## src/rtl/core/ese_pkg.sv

```systemverilog
// Shared widths, request codes and the queued command type of the search engine.
package ese_pkg;

   localparam int TABLE_DEPTH_DEF = 1024;
   localparam int KEY_W           = 32;
   localparam int INDEX_W         = 10;
   localparam int POS_W           = 10;
   localparam int COUNT_W         = 11;
   localparam int QUEUE_DEPTH     = 2;

   typedef enum logic {
      REQ_LOAD   = 1'b0,
      REQ_SEARCH = 1'b1
   } req_kind_type;

   typedef struct packed {
      req_kind_type              kind;
      logic [INDEX_W-1:0]        index;
      logic signed [KEY_W-1:0]   data;
   } cmd_type;

endpackage

```

## src/rtl/core/ese_front.sv

```systemverilog
// Request intake: accepts beats, packs loads and searches into one queue for the engine.
module ese_front (
   input  logic                              clock,
   input  logic                              reset,
   input  logic                              start,
   output logic                              busy,
   input  logic                              req_type,
   input  logic [ese_pkg::INDEX_W-1:0]       req_load_index,
   input  logic signed [ese_pkg::KEY_W-1:0]  req_load_value,
   input  logic signed [ese_pkg::KEY_W-1:0]  req_target,
   output logic                              cmd_valid,
   output ese_pkg::cmd_type                  cmd,
   input  logic                              cmd_ready
);
   import ese_pkg::*;

   localparam int PTR_W = (QUEUE_DEPTH > 1) ? $clog2(QUEUE_DEPTH) : 1;
   localparam int CNT_W = $clog2(QUEUE_DEPTH + 1);
   localparam logic [CNT_W-1:0] FULL_C = CNT_W'(QUEUE_DEPTH);
   localparam logic [PTR_W-1:0] LAST_C = PTR_W'(QUEUE_DEPTH - 1);

   cmd_type            entries_ff [QUEUE_DEPTH];
   logic [PTR_W-1:0]   wr_ptr_ff, wr_ptr_in;
   logic [PTR_W-1:0]   rd_ptr_ff, rd_ptr_in;
   logic [CNT_W-1:0]   count_ff, count_in;
   logic               push, pop;
   cmd_type            new_cmd;

   assign busy      = (count_ff == FULL_C);
   assign push      = start && !busy;
   assign cmd_valid = (count_ff != '0);
   assign pop       = cmd_valid && cmd_ready;
   assign cmd       = entries_ff[rd_ptr_ff];

   always_comb begin
      new_cmd.kind  = req_kind_type'(req_type);
      new_cmd.index = req_load_index;
      new_cmd.data  = (req_kind_type'(req_type) == REQ_SEARCH) ? req_target : req_load_value;
   end

   always_comb begin
      wr_ptr_in = wr_ptr_ff;
      rd_ptr_in = rd_ptr_ff;
      count_in  = count_ff;
      if (push) begin
         wr_ptr_in = (wr_ptr_ff == LAST_C) ? '0 : wr_ptr_ff + PTR_W'(1);
      end
      if (pop) begin
         rd_ptr_in = (rd_ptr_ff == LAST_C) ? '0 : rd_ptr_ff + PTR_W'(1);
      end
      case ({push, pop})
         2'b10:   count_in = count_ff + CNT_W'(1);
         2'b01:   count_in = count_ff - CNT_W'(1);
         default: count_in = count_ff;
      endcase
   end

   always_ff @(posedge clock) begin
      if (reset) begin
         wr_ptr_ff <= '0;
         rd_ptr_ff <= '0;
         count_ff  <= '0;
      end else begin
         wr_ptr_ff <= wr_ptr_in;
         rd_ptr_ff <= rd_ptr_in;
         count_ff  <= count_in;
      end
   end

   always_ff @(posedge clock) begin
      if (push) begin
         entries_ff[wr_ptr_ff] <= new_cmd;
      end
   end

endmodule

```

## config.mk

```make
export PLATFORM = sky130hd
export DESIGN_NAME = ese_front
export DESIGN_NICKNAME = d
export VERILOG_FILES = /design/src/rtl/core/ese_pkg.sv /design/src/rtl/core/ese_front.sv
export SDC_FILE = /design/constraint.sdc
export NUM_CORES = 1
export LEC_CHECK = 0
export ABC_CLOCK_PERIOD_IN_PS = 6800
export BUFFER_PORTS_ARGS = -buffer_cell sky130_fd_sc_hd__buf_2
export CAP_MARGIN = 20
export CORE_MARGIN = 3
export CORE_UTILIZATION = 45
export CTS_CLUSTER_DIAMETER = 80
export CTS_CLUSTER_SIZE = 24
export DETAILED_ROUTE_END_ITERATION = 6
export PLACE_DENSITY_LB_ADDON = 0.08
export SLEW_MARGIN = 0
export SYNTH_ARGS = -nofsm -noshare
export SYNTH_HDL_FRONTEND = slang
export SYNTH_SLANG_ARGS = --single-unit
```

## constraint.sdc

```tcl
create_clock -name clock -period 6.8 [get_ports clock]
set_input_delay 1.02 -clock clock [delete_from_list [all_inputs] [get_ports clock]]
set_output_delay 1.02 -clock clock [all_outputs]
set_load 0.03 [all_outputs]
```

* Word level (Yosys, flattened, before mapping) *
Memories as Yosys holds them, arrays and structs flattened. A register that Yosys moved wholly into a read port is not among the register bits.
Index checks and enable logic that the tools add are counted.

cells by class
  $add $sub $neg = 4
  multiply operators = 0
  divide/modulo/power cells = 0
  order comparisons = 0
  equal/unequal tests = 3
  shift operators = 0
  muxes and demuxes = 8
  bitwise gates (word level) = 0
  reduce and logical (&&, ||, !) cells = 5

operators by type and width
  operator                                              count
  two-way mux 32 bit                                    1
  two-way mux 1 bit                                     6
  equality test 2 bit (second input constant)           2
  case mux 2 bit (2 select lines)                       1
  nonzero test 2 bit                                    2
  adder 1 bit (second input constant)                   2
  adder 2 x 1 -> 2 bit (second input constant)          1
  equality test 2 x 1 -> 1 bit (second input constant)  1
  logical AND 1 bit                                     2
  subtractor 2 x 1 -> 2 bit (second input constant)     1
  logical NOT 1 bit                                     1

word-level totals
  register bits = 4
  latch bits = 0
  memory bits (writable) = 86
  bits in read-only memories = 0
  input port bits = 79
  output and inout bits = 45
  memories = 1

memories
  memory      depth  bits a word  read ports  clocked after memory_dff  wr ports  RTL line         RTL
  entries_ff  2      43           1           1                         1         ese_front.sv:22  cmd_type entries_ff [QUEUE_DEPTH];

* Longest topological paths before layout *
  depth after elaboration = 5
  gate-level depth with buffers = 6

* Worst setup path after synthesis *
Ideal clock, no wire load.

  kind = in2reg
  start point = input start
  end point = memory entries_ff[0][0] (netlist bit), enable pin
  arrival = 2.261 ns
  required time = 6.403 ns
  slack = 4.141 ns
  stages on the path = 3
  buffers on the path = 0
  cell sequence = inv_1 -> or3_1 -> inv_1

on the way
  word-level cells in the longest chain between the ends = 3

RTL lines
  what                                     RTL line         RTL
  from (decl)                              ese_front.sv:5   input logic start,
  logical AND 1 bit                        ese_front.sv:30  assign push = start && !busy;
  two-way mux 1 bit                        ese_front.sv:71  if (push) begin
  two-way mux 1 bit (not written as such)  ese_front.sv:72  entries_ff[wr_ptr_ff] <= new_cmd;
  to (decl)                                ese_front.sv:22

Every way passes these cells.

==> flow_summary.yaml <==
route:
  wl_per_cell_um: 15.5
  drt_iter0_drc: 74
  wirelength_um: 6630
  via_count: 2103
  ant_nets: 0
  avgViaCountPerCell: 4.90
  drcViolationCount: 0
  first_pass_iters: 4
synthesis:
  synth_top_area_cell: "edfxtp_1"
  postSynthCellCount: 196
  ys_warn_count: 0
  ys_seq_elements: 91
  synth_top_cell_area_share: 0.698
  synth_area_um2: 3700
  synth-seq-area-share: 0.726
  synth.area.top_cells: "edfxtp_1, mux2_2, dfxtp_1"
  synth_nets: 276
  synth.distinct_cells: 20
  postSynthAreaPerCell_um2: 18.9
die:
  die-area_um2: 9340
  start_util: 0.471
  ios: 124
  fp-row-count: 32
  die_x_um: 96.6
  die_h_um: 96.6
  core_um2: 7850
critical_path:
  cp_max_fo: 43
  crit_type: "reg2out"
  crit_path_top_delay_cell: "dfxtp_2"
  start_kind: "flip-flop"
  reg2reg_setup_slack_ps: 4740
  cp_cell_sequence: "mux2_2 > buf_2"
  worstReg2RegEnd: "entries_ff[0][15]"
  ff2ff_path_depth: 4
  arrival_ps: 2000
  cpPeakStageDelay_ps: 1000
  reg2reg_from: "count_ff[0]"
  worstSetupEndpointType: "output pin"
  cp.required_ps: 5780
clock_network:
  h-tree-depth: 3
  clk_pin_slew_ps: 80
  numCtsBuffers: 9
  root_buffer: "clkbuf_8"
  clock-sinks: 91
  worstSkewPairLatency_ps: 340
  cts.hold.buffers_added: 0
  post_cts_resized: 0
  cts_setup_buffers: 0
  cts_tree: "built"
  cts.path.max_buffers: 2
sta:
  period_minus_slack_ps: 3020
  max_freq_mhz: 331
  final-setup-viol-count: 0
  setup_tns_ps: 0
  maxSlewViolCount: 0
  hold_viol: 0
  finalClockSkew_ps: 7.07
  period_share: 0.445
  rsz0062_at_grt: "no"
  max-slew-margin-rel: 0.305
  worstMarginPinSlew_ps: 1040
global_route:
  grt_pass1_wl_um: 10800
  grt_max_degree: 44
  gr-total-overflow: 0
  grt_pass1_vias: 2180
  antenna_found_initial: 0
  grtUsageTotal: 0.146
place:
  gp_congestion: 0.735
  dp_hpwl_um: 4310
  portBuffers: 123
  post_dp_cell_area_um2: 4400
  numPlacedInstances: 412
layout:
  area_growth_pct: 24.4
  drive_above_1_share: 0.664
  final_common_cell: "buf_2"
  seqCellArea_um2: 2680
  antenna_cells: 0
  multi_input_area_um2: 961
  nFillCells: 623
  final_cells: 429
  nNetsFinal: 402
  fin_area_um2: 4600
  final_cell_mix: "buf_2, edfxtp_1, mux2_2, clkbuf_8, dfxtp_1"
worst_hold_path:
  hp-class: "reg2reg"
  hold_end: "wr_ptr_ff"
  min_from: "wr_ptr_ff"
  holdPathStages: 2
power_and_ir_drop:
  power_density_nw_per_um2: 359
  leakagePower_uw: 0.00177
  ir_drop_v: 0.000207
job:
  cap_violations: 0
status:
  status: "complete, no violations"
[per-layer routing]
metal | part of all wire | up-vias | GRT usage
met2 | 0.48 | 80 | 0.235
met5 | 0 | - | 0
met4 | 0.013 | 0 | 0.0616
met1 | 0.43 | 1011 | 0.189
met3 | 0.073 | 8 | 0.0375
li1 | - | 1004 | -
[final cells by class]
| type | instances | area share |
|---|---|---|
| clock inverters | 3 | 0.00490 |
| inverters | 3 | 0.00245 |
| multi-input cells | 93 | 0.209 |
| repair buffers | 124 | 0.138 |
| clock buffers | 13 | 0.0345 |
| well taps | 102 | 0.0277 |
| flip-flops and latches | 91 | 0.583 |
[how the worst max path moves through the flow]
stage,end,slack (ps),cells after the start
finish,cmd[27],3780,2
global route,cmd[41],3630,2
CTS,cmd[41],3720,2
detailed placement,cmd[41],4120,2
global placement,cmd[41],4100,2
floorplan,entries_ff[0][0],4140,3
[metrics by stage]
step	hold WS (ps)	setup WS [ps]	power, µW	utilization
final	506	3780	1650	0.586
after global routing	562	3630	1740	0.586
after CTS	509	3720	1670	0.584
after detailed placement	496	4120	1340	0.561
after global placement	471	4100	1340	0.561
after floorplan	452	4140	1190	-
[power by group]
part | internal (µW) | switching [µW]
registers | 714 | 59.9
clock network | 153 | 175
logic | 214 | 337
total | 1080 | 572
[critical path: cells and delay by family (launching register included)]
kind,cells,cell delay (ps)
buf+inv,1,180
mux,1,430
flops,1,1000
[flip-flops by register name, summed over array words and instances (netlist names), named ones only]
| signal | flops |
|---|---|
| count_ff | 2 |
| rd_ptr_ff | 1 |
| entries_ff | 86 |
| wr_ptr_ff | 1 |
[synth_stat cells, drive strengths merged]
master  instances
inv             3
nand2           1
mux2           75
and3            1
clkbuf          1
o21a            1
or2             1
xnor2           2
dfxtp           5
o21ai           2
ha              1
a21oi           2
edfxtp         86
xor2            1
buf             8
nor2            3
nand2b          1
or3             2
[logic make-up (layout without fill, tap and decap cells)]
family                     after synthesis  count (layout)  share of synthesized area
buffers and inverters                   12             143                     0.0149
DFF                                     91              91                      0.726
muxes                                   75              75                      0.228
AOI/OAI and AO/OA                        5               5                    0.00745
and+or+nand+nor                          9               9                     0.0132
xor gates and xnor gates                 3               3                    0.00711
adders and majority gates                1               1                    0.00338
(Power assumes the default switching activity.)
